==> config.mk <==
export PLATFORM = sky130hd
export DESIGN_NAME = mux_sensor_hysteresis_scanner_unit
export DESIGN_NICKNAME = d
export VERILOG_FILES = /design/src/hdl/mshs_pkg.sv /design/src/hdl/mux_sensor_hysteresis_scanner_unit.sv
export SDC_FILE = /design/constraint.sdc
export NUM_CORES = 1
export LEC_CHECK = 0
export BUFFER_PORTS_ARGS = -buffer_cell sky130_fd_sc_hd__buf_4
export CAP_MARGIN = 30
export CORE_MARGIN = 3
export CORE_UTILIZATION = 45
export DETAILED_ROUTE_END_ITERATION = 6
export SYNTH_ARGS = -nofsm -noshare
export SYNTH_HDL_FRONTEND = slang
export SYNTH_SLANG_ARGS = --single-unit
==> constraint.sdc <==
create_clock -name i_clk -period 7.8 [get_ports i_clk]
set_input_delay 0.39 -clock i_clk [delete_from_list [all_inputs] [get_ports i_clk]]
set_output_delay 0.39 -clock i_clk [all_outputs]
set_load 0.02 [all_outputs]
==> src/hdl/mshs_pkg.sv <==
`timescale 1ns / 1ps
`default_nettype none
// ----------------------------------------------------------------------------
// mshs_pkg
// shared types and constants of the multiplexed sensor scanner
// ----------------------------------------------------------------------------
package mshs_pkg;

    // request codes of one input beat
    typedef enum logic [1:0] {
        REQ_SAMPLE   = 2'd0,
        REQ_TICK     = 2'd1,
        REQ_WR_HIGH  = 2'd2,
        REQ_WR_LOW   = 2'd3
    } t_req;

    localparam int unsigned CH_PORT_W   = 3;
    localparam int unsigned SAMPLE_W    = 12;
    localparam int unsigned THR_W       = 16;
    localparam int unsigned COUNT_W     = 16;
    localparam int unsigned RATE_W      = 23;

    localparam logic [THR_W-1:0]   DEFAULT_HIGH = 16'd1000;
    localparam logic [THR_W-1:0]   DEFAULT_LOW  = 16'd400;
    localparam logic [THR_W-1:0]   THR_MAX      = 16'hFFFF;
    localparam logic [COUNT_W-1:0] COUNT_MAX    = 16'hFFFF;
    localparam logic [RATE_W-1:0]  RATE_MAX     = 23'h7FFFFF;

    // scale of the rate window result
    localparam int unsigned RATE_SCALE = 1000;

endpackage : mshs_pkg
`default_nettype wire

==> src/hdl/mux_sensor_hysteresis_scanner_unit.sv <==
`timescale 1ns / 1ps
`default_nettype none
// ----------------------------------------------------------------------------
// mux_sensor_hysteresis_scanner_unit
// light sensor scanner behind an analog mux with per-channel hysteresis
// ----------------------------------------------------------------------------
// The unit takes one request beat per clock cycle unless the output side
// stalls, and returns exactly one result beat per request: the beat is held
// in the input register, then makes one pass through the per-channel register
// tables into the result register. Sustained rate is one beat per cycle while
// the output is not stalled; the limit is the single read/modify/write of the
// channel tables done in the second stage, which also lets a beat see the
// state left by the beat just ahead of it. Sample beats store the raw value
// of the channel on the mux, update its sticky light/dark flag against its
// high and low thresholds, step the mux address with wrap and bump a saturating
// 16-bit scan counter. A rate tick latches count*1000/CHANNELS (saturated to 23
// bits) and clears the counter; the quotient is carried alongside the counter
// as quotient and remainder so that no divider is needed. Threshold writes are
// clamped so high always stays above low. The user must write scan_enable
// through the config port only while the unit is idle; the unit does not enforce it.
// ----------------------------------------------------------------------------
module mux_sensor_hysteresis_scanner_unit #(
    parameter int unsigned CHANNELS = 8
) (
    input  wire logic        i_clk,
    input  wire logic        i_rst_n,
    // config port
    input  wire logic        i_cfg_we,
    input  wire logic        i_cfg_wdata,
    // request channel
    input  wire logic        i_in_valid,
    output logic             o_in_stall,
    input  wire logic [1:0]  i_req_type,
    input  wire logic [11:0] i_sample_value,
    input  wire logic [2:0]  i_target_channel,
    input  wire logic [15:0] i_threshold_value,
    // result channel
    output logic             o_out_valid,
    input  wire logic        i_out_stall,
    output logic             o_accepted,
    output logic [2:0]       o_channel_out,
    output logic             o_is_light,
    output logic [11:0]      o_raw_out,
    output logic [2:0]       o_mux_address,
    output logic [15:0]      o_high_out,
    output logic [15:0]      o_low_out,
    output logic [22:0]      o_scan_rate
);

    // channel index width follows the table depth
    localparam int unsigned CH_W  = $clog2(CHANNELS);
    // per-sample step of the running quotient count*1000/CHANNELS
    localparam int unsigned Q_STEP = mshs_pkg::RATE_SCALE / CHANNELS;
    localparam int unsigned R_STEP = mshs_pkg::RATE_SCALE % CHANNELS;
    localparam int unsigned Q_MAX  = 65535 * mshs_pkg::RATE_SCALE / CHANNELS;
    localparam int unsigned QW     = $clog2(Q_MAX + 1);
    localparam int unsigned CW     = (QW > mshs_pkg::RATE_W) ? QW : mshs_pkg::RATE_W;

    // ------------------------------------------------------------------
    // state
    // ------------------------------------------------------------------
    logic                              r_scan_enable;
    logic [CH_W-1:0]                   r_cur;
    logic [CHANNELS-1:0]               r_light;
    logic [mshs_pkg::SAMPLE_W-1:0]     r_raw  [CHANNELS];
    logic [mshs_pkg::THR_W-1:0]        r_high [CHANNELS];
    logic [mshs_pkg::THR_W-1:0]        r_low  [CHANNELS];
    logic [mshs_pkg::COUNT_W-1:0]      r_count;
    logic [QW-1:0]                     r_quot;
    logic [CH_W-1:0]                   r_rem;
    logic [mshs_pkg::RATE_W-1:0]       r_rate;

    // input register
    logic                              r_in_valid;
    mshs_pkg::t_req                    r_req;
    logic [mshs_pkg::SAMPLE_W-1:0]     r_sample;
    logic [mshs_pkg::CH_PORT_W-1:0]    r_tch;
    logic [mshs_pkg::THR_W-1:0]        r_thr;

    // result register
    logic                              r_out_valid;
    logic                              r_acc;
    logic [mshs_pkg::CH_PORT_W-1:0]    r_ch_out;
    logic                              r_is_light;
    logic [mshs_pkg::SAMPLE_W-1:0]     r_raw_out;
    logic [mshs_pkg::CH_PORT_W-1:0]    r_mux_out;
    logic [mshs_pkg::THR_W-1:0]        r_high_out;
    logic [mshs_pkg::THR_W-1:0]        r_low_out;

    // handshake
    logic out_ready;
    logic in_ready;
    logic fire;

    assign out_ready  = !r_out_valid || !i_out_stall;
    assign fire       = r_in_valid && out_ready;
    assign in_ready   = !r_in_valid || out_ready;
    assign o_in_stall = !in_ready;

    // ------------------------------------------------------------------
    // single pass over the channel tables
    // ------------------------------------------------------------------
    logic [mshs_pkg::CH_PORT_W-1:0] rd_ch;
    logic                           ch_ok;
    logic [CH_W-1:0]                idx;
    logic                           n_light_bit;
    logic [mshs_pkg::SAMPLE_W-1:0]  n_raw_val;
    logic [mshs_pkg::THR_W-1:0]     n_high_val;
    logic [mshs_pkg::THR_W-1:0]     n_low_val;
    logic                           tbl_we;
    logic                           n_acc;
    logic [CH_W-1:0]                n_cur;
    logic [mshs_pkg::COUNT_W-1:0]   n_count;
    logic [QW-1:0]                  n_quot;
    logic [CH_W-1:0]                n_rem;
    logic [mshs_pkg::RATE_W-1:0]    n_rate;
    logic [CH_W:0]                  rem_sum;
    logic [CW-1:0]                  quot_ext;

    always_comb begin
        rd_ch       = (r_req == mshs_pkg::REQ_WR_HIGH || r_req == mshs_pkg::REQ_WR_LOW)
                      ? r_tch : mshs_pkg::CH_PORT_W'(r_cur);
        ch_ok       = (32'(rd_ch) < CHANNELS);
        idx         = rd_ch[CH_W-1:0];
        n_light_bit = r_light[idx];
        n_raw_val   = r_raw[idx];
        n_high_val  = r_high[idx];
        n_low_val   = r_low[idx];
        tbl_we      = 1'b0;
        n_acc       = 1'b1;
        n_cur       = r_cur;
        n_count     = r_count;
        n_quot      = r_quot;
        n_rem       = r_rem;
        n_rate      = r_rate;
        rem_sum     = {1'b0, r_rem} + (CH_W + 1)'(R_STEP);
        quot_ext    = CW'(r_quot);

        unique case (r_req)
            mshs_pkg::REQ_SAMPLE: begin
                if (!r_scan_enable) begin
                    n_acc = 1'b0;
                end else begin
                    tbl_we    = 1'b1;
                    n_raw_val = r_sample;
                    if ({4'd0, r_sample} >= r_high[idx]) begin
                        n_light_bit = 1'b1;
                    end else if ({4'd0, r_sample} <= r_low[idx]) begin
                        n_light_bit = 1'b0;
                    end
                    n_cur = (r_cur == CH_W'(CHANNELS - 1)) ? '0 : r_cur + 1'b1;
                    // counter and running quotient move together
                    if (r_count != mshs_pkg::COUNT_MAX) begin
                        n_count = r_count + 1'b1;
                        if (32'(rem_sum) >= CHANNELS) begin
                            n_rem  = CH_W'(32'(rem_sum) - CHANNELS);
                            n_quot = r_quot + QW'(Q_STEP + 1);
                        end else begin
                            n_rem  = rem_sum[CH_W-1:0];
                            n_quot = r_quot + QW'(Q_STEP);
                        end
                    end
                end
            end
            mshs_pkg::REQ_TICK: begin
                n_rate  = (quot_ext > CW'(mshs_pkg::RATE_MAX))
                          ? mshs_pkg::RATE_MAX : quot_ext[mshs_pkg::RATE_W-1:0];
                n_count = '0;
                n_quot  = '0;
                n_rem   = '0;
            end
            mshs_pkg::REQ_WR_HIGH: begin
                if (!ch_ok) begin
                    n_acc = 1'b0;
                end else begin
                    tbl_we = 1'b1;
                    if (r_thr > r_low[idx]) begin
                        n_high_val = r_thr;
                    end else if (r_low[idx] != mshs_pkg::THR_MAX) begin
                        n_high_val = r_low[idx] + 1'b1;
                    end
                end
            end
            mshs_pkg::REQ_WR_LOW: begin
                if (!ch_ok) begin
                    n_acc = 1'b0;
                end else begin
                    tbl_we = 1'b1;
                    if (r_thr < r_high[idx]) begin
                        n_low_val = r_thr;
                    end else if (r_high[idx] != '0) begin
                        n_low_val = r_high[idx] - 1'b1;
                    end
                end
            end
            default: begin
                n_acc = 1'b0;
            end
        endcase
    end

    // ------------------------------------------------------------------
    // registers
    // ------------------------------------------------------------------
    always_ff @(posedge i_clk) begin
        if (!i_rst_n) begin
            r_scan_enable <= 1'b1;
            r_cur         <= '0;
            r_light       <= '0;
            r_count       <= '0;
            r_quot        <= '0;
            r_rem         <= '0;
            r_rate        <= '0;
            r_in_valid    <= 1'b0;
            r_out_valid   <= 1'b0;
            for (int i = 0; i < CHANNELS; i++) begin
                r_raw[i]  <= '0;
                r_high[i] <= mshs_pkg::DEFAULT_HIGH;
                r_low[i]  <= mshs_pkg::DEFAULT_LOW;
            end
        end else begin
            if (i_cfg_we) begin
                r_scan_enable <= i_cfg_wdata;
            end
            if (in_ready) begin
                r_in_valid <= i_in_valid;
            end
            if (out_ready) begin
                r_out_valid <= r_in_valid;
            end
            if (fire) begin
                r_cur   <= n_cur;
                r_count <= n_count;
                r_quot  <= n_quot;
                r_rem   <= n_rem;
                r_rate  <= n_rate;
                if (tbl_we) begin
                    r_light[idx] <= n_light_bit;
                    r_raw[idx]   <= n_raw_val;
                    r_high[idx]  <= n_high_val;
                    r_low[idx]   <= n_low_val;
                end
            end
        end
    end

    // payload registers, no reset needed
    always_ff @(posedge i_clk) begin
        if (i_in_valid && in_ready) begin
            r_req    <= mshs_pkg::t_req'(i_req_type);
            r_sample <= i_sample_value;
            r_tch    <= i_target_channel;
            r_thr    <= i_threshold_value;
        end
        if (fire) begin
            r_acc      <= n_acc;
            r_ch_out   <= rd_ch;
            // an out-of-range write reports zeros
            r_is_light <= ch_ok ? n_light_bit : 1'b0;
            r_raw_out  <= ch_ok ? n_raw_val   : '0;
            r_high_out <= ch_ok ? n_high_val  : '0;
            r_low_out  <= ch_ok ? n_low_val   : '0;
            r_mux_out  <= mshs_pkg::CH_PORT_W'(n_cur);
        end
    end

    assign o_out_valid   = r_out_valid;
    assign o_accepted    = r_acc;
    assign o_channel_out = r_ch_out;
    assign o_is_light    = r_is_light;
    assign o_raw_out     = r_raw_out;
    assign o_mux_address = r_mux_out;
    assign o_high_out    = r_high_out;
    assign o_low_out     = r_low_out;
    // the latch only moves when a beat enters the result register
    assign o_scan_rate   = r_rate;

    // ------------------------------------------------------------------
    // assertions
    // ------------------------------------------------------------------
    logic thr_ordered;

    always_comb begin
        thr_ordered = 1'b1;
        for (int i = 0; i < CHANNELS; i++) begin
            if (r_high[i] <= r_low[i]) begin
                thr_ordered = 1'b0;
            end
        end
    end

    a_thr_ordered: assert property (@(posedge i_clk) disable iff (!i_rst_n)
        thr_ordered)
        else $error("high threshold not above low threshold");

    a_cur_range: assert property (@(posedge i_clk) disable iff (!i_rst_n)
        32'(r_cur) < CHANNELS)
        else $error("mux address out of range");

    a_rem_range: assert property (@(posedge i_clk) disable iff (!i_rst_n)
        32'(r_rem) < CHANNELS)
        else $error("rate remainder out of range");

    a_tick_clears: assert property (@(posedge i_clk) disable iff (!i_rst_n)
        fire && r_req == mshs_pkg::REQ_TICK |=> r_count == '0 && r_quot == '0)
        else $error("rate tick did not clear the scan counter");

    a_sample_steps: assert property (@(posedge i_clk) disable iff (!i_rst_n)
        fire && r_req == mshs_pkg::REQ_SAMPLE && r_scan_enable
        |=> r_cur != $past(r_cur))
        else $error("accepted sample did not advance the mux");

    a_stall_full: assert property (@(posedge i_clk) disable iff (!i_rst_n)
        o_in_stall |-> r_in_valid)
        else $error("input stalled with empty input register");

endmodule : mux_sensor_hysteresis_scanner_unit
`default_nettype wire

==> results.md, run 1 <==
* Global Route Usage Sum at 30.11%
* GRT met1 Usage at 40.66%
* Max H-tree Level at 2
* Net Sw Power at 1.769 mW
* Top post-synthesis cells by count: 437 x edfxtp_1, 303 x nand2_1, 285 x nor2_1
* Row count at 84
* Fin crit share at 85.85%
* First-pass GRT wire length at 123600 um
* Combinational cell fraction of total power at 13.3%
* CP startpoint kind: flop
* Clock power frac at 38.6%
* Post-layout min period at 6696 ps
* Leak at 10.22 nW
* Worst Setup Slack, final at 1104 ps
* Congestion Overflow GR at 0
* Worst Tran Pin Value at 1148 ps
* TritonCTS clock tree: yes
* Share of the synthesized area in the top cell type at 54.55%
* Synthesized area at 24060 um2
* Layout Area Growth over Synthesis at 16.78%
* Wire per inst at 28.14 um
* Syn. warnings at 0
* Max IR drop VDD at 241.9 uV
* Hold Crit Class: input pin to flop
* Critical Path RT at 8100 ps
* # clock sinks at 513
* CTS root buf: clkbuf_16
* Pre-Repair DR Iteration Count at 6
* Most used flip-flop cell after synthesis: edfxtp_1
* Met3 usage at 5.105%
* Routed WL at 85690 um
* Initial antenna violation count at 2
* Filler cells at 4645
* Full die area at 56270 um2
* Core Area at 52760 um2
* DRT antenna net count at 0
* Max cap viols at 0
* Yosys cell types at 94
* Clk_lat worst skew at 630 ps
* Number of port buffers at 115
* Via count at 18530
* Placer's final routability congestion estimate at 0.9616
* Largest net degree at the start of global routing at 56
* Max-slew headroom at 23.45%
* Mean Syn Cell Area at 11.15 um2
* Fraction of registers with async set/reset at 0%
* Die Wd at 237.2 um
* TritonCTS Buffers at 54
* # setup viols final at 0
* Routing usage on met2 at 48.48%
* Yosys reg bits at 513
* Total power draw at 6.521 mW
* Switching Share at 27.13%
* CTS clk-pin slew, worst paths at 60 ps
* Setup_tns at 0 ps
* Vias per cell at 6.085
* Vias in the first global route at 17950
* Hold wc startpoint: i_rst_n
* Layout cells sized above 1 at 14.56%
* Post-CTS setup buffers at 0
* I/O pin count at 116
* Die Height at 237.2 um
* Clock Tree Buf Depth at 3
* Placed instance count at 2910
* Count leader, synth: edfxtp_1
* Ranking of synthesized cells by area: edfxtp_1 55%, dfxtp_1 6.3%, nand2_1 4.7%
* Crit-path max FO at 31
* CP endpoint kind: flop
* Max Slew Vio Count at 0
* CP startpoint: r_req[1]
* Dpl ws at 1274 ps
* Reg power frac at 48.1%
* Drt drc at 0
* RSZ-0062 raised after global routing: no
* Post-Layout Cell Count at 3045
* Detailed Place HPWL at 56800 um
* Syn Inst Count at 2157
* Worst path arrival time at 7000 ps
* Final Skew at 49.96 ps
* Largest area contributor in the netlist: edfxtp_1
* Endpoints failing hold at 0
* Power per cell area at 232.1 nW/um2
* Peak Freq at 0.1493 GHz
* Nets@finish at 2416
* Post-synthesis sequential area ratio at 60.88%
* Internal power at 4.752 mW
* Status: complete, no violations
* Grt peak-use layer: met2
* Crit Path Class: flop to flop
* Post-CTS Hold Fix Bufs at 37
* Mapped Nets at 2258
* DRT iter0 DRCs at 2251
* Cts repair resizes at 0
* Initial Util at 45.59%
* Number of enable flip-flop cells after synthesis at 437
* Reg2reg start: r_req[1]
-- logic make-up (layout without fill, tap and decap cells) --
kind of cell	count (synthesis)	after routing	share of synthesized area (%)
other	0	1	0
buffers and inverters	211	410	3.682
adder cells (fa/ha/maj)	62	62	3.225
AO/OA/AOI/OAI	363	363	10.79
flip-flops	513	513	60.88
multiplexers	38	38	1.732
AND/OR/NAND/NOR	919	919	17.84
XOR/XNOR	51	51	1.857
-- final cells by class --
class                   instances  area (um2)  share of cell area [%]
flip-flops and latches        513       14640                   52.13
multi-input cells            1433        8675                   30.88
repair buffers                231        1882                   6.698
clock buffers                  80        1519                   5.407
well taps                     688       860.8                   3.064
inverters                      82       307.8                   1.096
clock inverters                17       202.7                  0.7215
diodes                          1       2.502                0.008907
-- state kept, by name, indices dropped and copies added, names as in the netlist, 2 cells and up --
name,cells
r_high,128
o_scan_rate,23
r_cur,3
r_req,2
o_low_out,16
r_light,8
o_mux_address,3
o_channel_out,3
o_raw_out,12
o_high_out,16
r_sample,12
r_low,128
quot_ext,23
r_thr,16
r_count,16
r_tch,3
r_raw,96
-- critical path: stages (launching register included) --
cell and delay [ps]:
edfxtp_1 1060, mux2i_4 160, inv_2 610, buf_4 420, nand2_1 90, a32o_1 260, or4_1 750, ha_1 380
a2111oi_0 60, a211oi_1 320, o211ai_1 130, nand2b_1 90, o41a_1 550, nand2_1 160, a21oi_1 470, a221o_1 660
nand2_1 130
-- final timing paths --
path / to / cells after the start / slack, ps
worst max-delay path: r_low[2][4] / 16 / 1100
worst min-delay path: r_scan_enable / 2 / 100
worst max register to register: r_low[2][4] / 16 / 1100
worst min register to register: o_scan_rate[21] / 2 / 450
-- power by group through the flow --
stage / logic, mW / registers, mW / clock network, mW
6_report: 0.866 / 3.14 / 2.52
5_1_grt: 0.916 / 3.14 / 2.65
4_1_cts: 0.854 / 3.13 / 2.54
3_5_place_dp: 0.835 / 3.19 / 0
3_3_place_gp: 0.825 / 3.19 / 0
2_1_floorplan: 0.454 / 3.19 / 0
-- layout by cell type (no fill, tap or decap), types with 25 or more instances in the layout --
master         netlist  final
a22oi_1             29     29
clkbuf_16            0     54
nand3_1             54     54
mux2i_1             31     30
nand4_1             25     25
buf_4                7    188
o21ai_0             37     29
nor2_1             285    285
o22ai_1             30     28
inv_1               67     66
dfxtp_1             76     76
nand2_1            303    300
edfxtp_1           437    437
dlygate4sd3_1        0     37
and2_1             103    103
xnor2_1             27     27
nor3_1              35     33
a21oi_1             86     86
ha_1                62     62
-- per-layer routing --
metal | share of wire, % | wire, um | up-vias
met2 | 47 | 39880 | 1016
met5 | 0 | 0 | -
met4 | 4.5 | 3891 | 0
met1 | 40 | 34330 | 9182
met3 | 8.9 | 7587 | 197
li1 | - | - | 8134
-- metrics by stage --
| step | hold WS (ps) | instance area [um2] | util (%) |
|---|---|---|---|
| 6_report | 96.38 | 28090 | 53.25 |
| 5_1_grt | 99.88 | 28090 | 53.24 |
| 4_1_cts | 69.31 | 28090 | 53.24 |
| 3_5_place_dp | 448.1 | 26000 | 49.28 |
| 3_3_place_gp | 446.1 | 25910 | 49.11 |
| 2_1_floorplan | 443.6 | 24060 | - |
(Power assumes the default switching activity.)
==> run 2: changes to the inputs <==
--- a/config.mk
+++ b/config.mk
@@ -5,6 +5,7 @@
 export SDC_FILE = /design/constraint.sdc
 export NUM_CORES = 1
 export LEC_CHECK = 0
+export ABC_AREA = 1
 export BUFFER_PORTS_ARGS = -buffer_cell sky130_fd_sc_hd__buf_4
 export CAP_MARGIN = 30
 export CORE_MARGIN = 3
==> results.md, run 2 <==
* CP startpoint kind: flop
* Hold_ws at 63.14 ps
* Die Wd at 244.6 um
* Ant. Diodes at 0
* TritonCTS Buffers at 55
* Detailed Place HPWL at 51580 um
* First-pass GRT wire length at 123200 um
* Full die area at 59830 um2
* Internal power at 4.831 mW
* # setup viols final at 0
* Final Skew at 16.50 ps
* CP endpoint kind: flop
* Crit Path Class: flop to flop
* Worst Setup Slack, final at 1814 ps
* Number of enable flip-flop cells after synthesis at 437
* Clk_lat worst skew at 620 ps
* Mapped Nets at 2889
* Largest net degree at the start of global routing at 150
* Drt drc at 0
* Wire per inst at 21.73 um
* I/O pin count at 116
* Nets@finish at 3026
* Hold Crit Class: input pin to flop
* Vias per cell at 5.585
* Clock Tree Buf Depth at 3
* Layout Area Growth over Synthesis at 14.50%
* Placer's final routability congestion estimate at 0.9672
* Dpl ws at 1959 ps
* Top Registers: r_high: 128 flops, r_low: 128 flops, r_raw: 96 flops
* RSZ-0062 raised after global routing: no
* Global Route Usage Sum at 26.97%
* Layout cells sized above 1 at 11.36%
* Switching Share at 27.69%
* # clock sinks at 513
* DRT iter0 DRCs at 2015
* Initial antenna violation count at 0
* Max IR drop VDD at 190.1 uV
* Row count at 86
* Die Height at 244.6 um
* Most frequent cells in the layout: 756 x nand2_1, 437 x edfxtp_1, 255 x inv_1, 252 x a21oi_1, 250 x nor2_1
* Worst Tran Pin Value at 972.7 ps
* Syn Inst Count at 2788
* Power per cell area at 227.8 nW/um2
* Net Sw Power at 1.850 mW
* Number of port buffers at 115
* Ranking of synthesized cells by area: edfxtp_1 51%, nand2_1 11%, dfxtp_1 5.9%
* Mean Syn Cell Area at 9.188 um2
* Yosys cell types at 53
* Vias in the first global route at 20550
* Count leader, synth: nand2_1
* Cts repair resizes at 0
* Worst path arrival time at 6330 ps
* TritonCTS clock tree: yes
* Most used flip-flop cell after synthesis: edfxtp_1
* Largest area contributor in the netlist: edfxtp_1
* Clock power frac at 38.6%
* Fraction of registers with async set/reset at 0%
* Combinational cell fraction of total power at 14.6%
* Post-layout min period at 5986 ps
* DRT antenna net count at 0
* Syn. warnings at 0
* Max H-tree Level at 2
* Post-synthesis sequential area ratio at 57.17%
* Top post-synthesis cells by count: 765 x nand2_1, 437 x edfxtp_1, 255 x inv_1
* Congestion Overflow GR at 0
* Share of the synthesized area in the top cell type at 51.23%
* Endpoints failing hold at 0
* Critical Path RT at 8140 ps
* Pre-Repair DR Iteration Count at 6
* Fin util at 52.62%
* Max cap viols at 0
* Post-CTS Hold Fix Bufs at 35
* Reg power frac at 46.8%
* CTS clk-pin slew, worst paths at 60 ps
* Yosys reg bits at 513
* Via count at 20750
* Initial Util at 45.96%
* Fin crit share at 76.74%
* Max-slew headroom at 34.91%
* Core Area at 55740 um2
* Commonest non-fill, non-tap cell in the layout: nand2_1
* CTS root buf: clkbuf_16
* Leak at 12.14 nW
* Crit-path max FO at 149
* Status: complete, no violations
* Setup_tns at 0 ps
* Synthesized area at 25620 um2
* Post-CTS setup buffers at 0
* Routed WL at 80730 um
* Max Slew Vio Count at 0
* Peak Freq at 0.1671 GHz
-- run 2: cell types whose count changed after synthesis, sizes merged, moves of 25 or more --
cell	before	now
nand2	303	792
inv	81	272
a21oi	87	252
nand3	54	201
and2	104	0
o21ai	54	149
mux2i	33	0
nor2	294	262
o22ai	30	1
clkbuf	85	57
xnor2	27	2
-- run 2: final timing paths --
| kind | endpoint | depth (start not counted) | slack [ps] | from |
|---|---|---|---|---|
| worst min register to register | quot_ext[4] | 1 | 470 | quot_ext[4] |
| worst max-delay path | r_high[4][14] | 20 | 1810 | r_req[1] |
| worst min-delay path | r_in_valid | 3 | 60 | i_in_valid |
| worst max register to register | r_high[4][14] | 20 | 1810 | r_req[1] |
-- run 2: critical path, stage by stage, from the launching register on --
cell and delay (ps):
edfxtp_1 690, nand2_4 470, nand2_8 810, nor2_1 70, o21ai_0 190, nand2_1 90
nand2_1 60, nand2_1 230, ha_1 380, nand2_1 70, o21a_1 190, o21ai_0 170
a21oi_1 80, o21ai_0 140, nand2_1 470, inv_1 810, nand2_1 100, nand2_1 100
nand2_1 50, nand2_1 260, nor2_1 90
-- run 2: kinds of logic (layout without fill, tap and decap cells) --
logic type	Yosys count	after routing	synth area share [%]
buf+inv	395	574	6.638
compound gates	480	480	10.55
xor+xnor	14	14	0.4787
flops	513	513	57.17
fa+ha+maj	62	62	3.028
simple gates	1324	1324	22.15
-- run 2: metrics by stage --
| stage | power (mW) | instance area [um2] | instances |
|---|---|---|---|
| 4_1_cts | 6.714 | 29330 | 3715 |
| 6_report | 6.682 | 29330 | 3715 |
| 5_1_grt | 6.936 | 29330 | 3715 |
| 3_3_place_gp | 4.117 | 27170 | 3579 |
| 3_5_place_dp | 4.133 | 27220 | 3581 |
| 2_1_floorplan | 3.789 | 25620 | 2788 |
-- run 2: power groups by stage --
stage | combinational, mW | clock, mW | sequential (mW)
4_1_cts | 0.964 | 2.62 | 3.13
3_3_place_gp | 0.934 | 0 | 3.18
3_5_place_dp | 0.947 | 0 | 3.19
6_report | 0.972 | 2.58 | 3.13
5_1_grt | 1.07 | 2.74 | 3.14
2_1_floorplan | 0.594 | 0 | 3.20
-- run 2: layer usage --
metal | track usage, % | up-vias | part of all wire (%)
li1 | - | 9715 | -
met1 | 36.41 | 10040 | 43
met2 | 44.91 | 822 | 47
met3 | 3.651 | 173 | 6.7
met4 | 9.326 | 0 | 3.2
met5 | 0 | - | 0
-- run 2: layout make-up --
class / instances / area (um2)
fill: 5207 / 26410
sequential: 513 / 14640
multi-input combinational: 1880 / 9318
timing repair buffer: 198 / 1632
clock buffer: 73 / 1475
inverter: 277 / 1042
tap: 748 / 935.9
clock inverter: 26 / 284.0
==> run 3: changes to the inputs <==
--- a/config.mk
+++ b/config.mk
@@ -5,7 +5,7 @@
 export SDC_FILE = /design/constraint.sdc
 export NUM_CORES = 1
 export LEC_CHECK = 0
-export ABC_AREA = 1
+export ABC_AREA = 0
 export BUFFER_PORTS_ARGS = -buffer_cell sky130_fd_sc_hd__buf_4
 export CAP_MARGIN = 30
 export CORE_MARGIN = 3
==> constraint.sdc (replaced) <==
create_clock -name i_clk -period 5.8 [get_ports i_clk]
set_input_delay 0.29 -clock i_clk [delete_from_list [all_inputs] [get_ports i_clk]]
set_output_delay 0.29 -clock i_clk [all_outputs]
set_load 0.02 [all_outputs]
==> results.md, run 3 (synthesis results as in run 1) <==
* Status: complete, no violations
* Largest net degree at the start of global routing at 56
* FF-to-FF End: r_high[6][3]
* First-pass GRT wire length at 126300 um
* CP cell instances: buf_4 > nor4bb_1 > nor2_2 > or2_2 > o2111a_1 > inv_2 > ha_1 > nand2_1 > nor4_1 > a41oi_1 > o31ai_2 > buf_4 > and2_1 > and2_0 > a221o_1 > buf_4 > nand2_1
* Filler cells at 4627
* Routed WL at 87460 um
* Crit Path Class: flop to flop
* Switching Share at 27.13%
* CP startpoint: r_cur[1]
* Initial antenna violation count at 2
* Setup_tns at 0 ps
* Pre-Repair DR Iteration Count at 5
* Row count at 84
* Number of port buffers at 115
* DRT antenna net count at 0
* Hold wc startpoint: i_rst_n
* R2R Setup Slk at 190 ps
* Net Sw Power at 2.450 mW
* Post-layout min period at 5607 ps
* Crit-path leading delay family: simple AND/OR/NAND/NOR gates
* CP startpoint kind: flop
* I/O pin count at 116
* Congestion Overflow GR at 0
* Nets@finish at 2464
* Power per cell area at 315.8 nW/um2
* Hold Crit Depth at 2
* TritonCTS clock tree: yes
* CP peak stage delay at 890 ps
* Max-slew headroom at 24.51%
* Layout cells sized above 1 at 16.65%
* Worst path arrival time at 5940 ps
* # setup viols final at 0
* Die Wd at 237.2 um
* Initial Util at 45.59%
* Wire per inst at 28.24 um
* Crit path top cell by count: buf_4
* Vias in the first global route at 18110
* Combinational cell fraction of total power at 13.8%
* Global Route Usage Sum at 30.66%
* Final Skew at 37.23 ps
* Register area at 14640 um2
* Peak Freq at 0.1783 GHz
* Commonest non-fill, non-tap cell in the layout: edfxtp_1
* Max cap viols at 0
* Leak at 10.53 nW
* Max Slew Vio Count at 0
* RSZ-0062 raised after global routing: no
* Area of the multi-input gates at 8677 um2
* CTS root buf: clkbuf_16
* Clk_lat worst skew at 640 ps
* Internal power at 6.581 mW
* Via count at 18810
* Most frequent cells in the layout: 437 x edfxtp_1, 303 x nand2_1, 284 x nor2_1, 235 x buf_4, 103 x and2_1
* Hold Crit Class: input pin to flop
* Reg power frac at 46.6%
* Detailed Place HPWL at 59930 um
* Worst Hold Path EP: r_high[4][7]
* Endpoints failing hold at 0
* Crit-path max FO at 19
* CP endpoint kind: flop
* Vias per cell at 6.072
* Reg2reg start: r_cur[1]
* TritonCTS Buffers at 54
* FF-to-FF path depth at 17
* Die Height at 237.2 um
* Layout Area Growth over Synthesis at 18.89%
* Max IR drop VDD at 271.8 uV
* Worst path slowest cell: nor4bb_1
* Critical Path RT at 6140 ps
* Fin util at 54.21%
* Clock Tree Buf Depth at 3
* # clock sinks at 513
* DRT iter0 DRCs at 2472
* Ant. Diodes at 0
* CP Buf/Inv Count at 4
* Placer's final routability congestion estimate at 1.026
* Full die area at 56270 um2
* Worst Tran Pin Value at 1117 ps
* Core Area at 52760 um2
* Drt drc at 0
* Top Registers: r_high: 128 flops, r_low: 128 flops, r_raw: 96 flops
* CTS clk-pin slew, worst paths at 60 ps
* Fin crit share at 96.67%
* Max H-tree Level at 2
* Clock power frac at 39.6%
==> run 3: cell types whose count changed in the layout (fill, tap and decap cells not counted), moves of 25 or more <==
cell     previous run  this run
nand2_1           756       303
inv_1             255        66
a21oi_1           252        85
nand3_1           181        54
and2_1              0       103
o21ai_0           107        29
buf_4             159       235
nor2_1            250       284
nand2_2            32         0
mux2i_1             0        30
o22ai_1             1        29
xnor2_1             2        27
==> run 3: power groups by stage <==
| stage | combinational [mW] | clock (mW) | sequential [mW] |
|---|---|---|---|
| finish | 1.24 | 3.58 | 4.21 |
| global route | 1.31 | 3.75 | 4.22 |
| CTS | 1.21 | 3.61 | 4.21 |
| detailed placement | 1.19 | 0 | 4.29 |
| global placement | 1.17 | 0 | 4.29 |
| floorplan | 0.611 | 0 | 4.30 |
==> run 3: metal layers <==
metal	wire [um]	vias to the layer above	track usage, %
li1	-	8239	-
met2	39620	1087	47.68
met1	35270	9286	42.64
met5	11	-	0
met3	9224	191	6.787
met4	3332	2	11.10
==> run 3: worst max-delay path by stage <==
stage,endpoint,cells past startpoint
floorplan,r_high[0][0],5
global placement,r_high[6][0],19
detailed placement,r_low[1][5],18
CTS,r_low[6][3],17
global route,r_high[4][9],17
finish,r_high[6][3],17
==> run 3: area by class of cell <==
cell class	count	area share, %
clock buffer	67	5.110
clock inverter	35	1.264
inverter	82	1.076
multi-input combinational	1433	30.34
sequential	513	51.20
tap	688	3.010
timing repair buffer	279	7.997
==> run 3: repair_timing <==
| item | in CTS | in global routing |
|---|---|---|
| resized for setup | 0 | 5 |
| hold buffers | 38 | 0 |
| endpoints found under the setup margin | 0 | 191 |
| hold endpoints to repair | 36 | 0 |
| buffers inserted | 0 | 4 |
==> run 3: worst register-to-register path: cells and delay by family (launching register included) <==
family | cells | cell delay (ps)
adders and majority gates | 1 | 160
and+or+nand+nor | 8 | 2940
AOI/OAI and AO/OA | 4 | 770
buffers and inverters | 4 | 930
DFF | 1 | 550
==> run 3: per-stage QoR <==
step	worst slack (ps)	instance area (um2)	hold slack, ps	power (mW)	std cells
final	193.0	28600	139.1	9.031	3097
after global routing	28.29	28600	127.0	9.284	3097
after CTS	96.92	28520	114.3	9.035	3092
after detailed placement	119.3	26320	452.0	5.479	2952
after global placement	181.6	26240	446.6	5.463	2949
after floorplan	-62.91	24060	388.9	4.907	2157
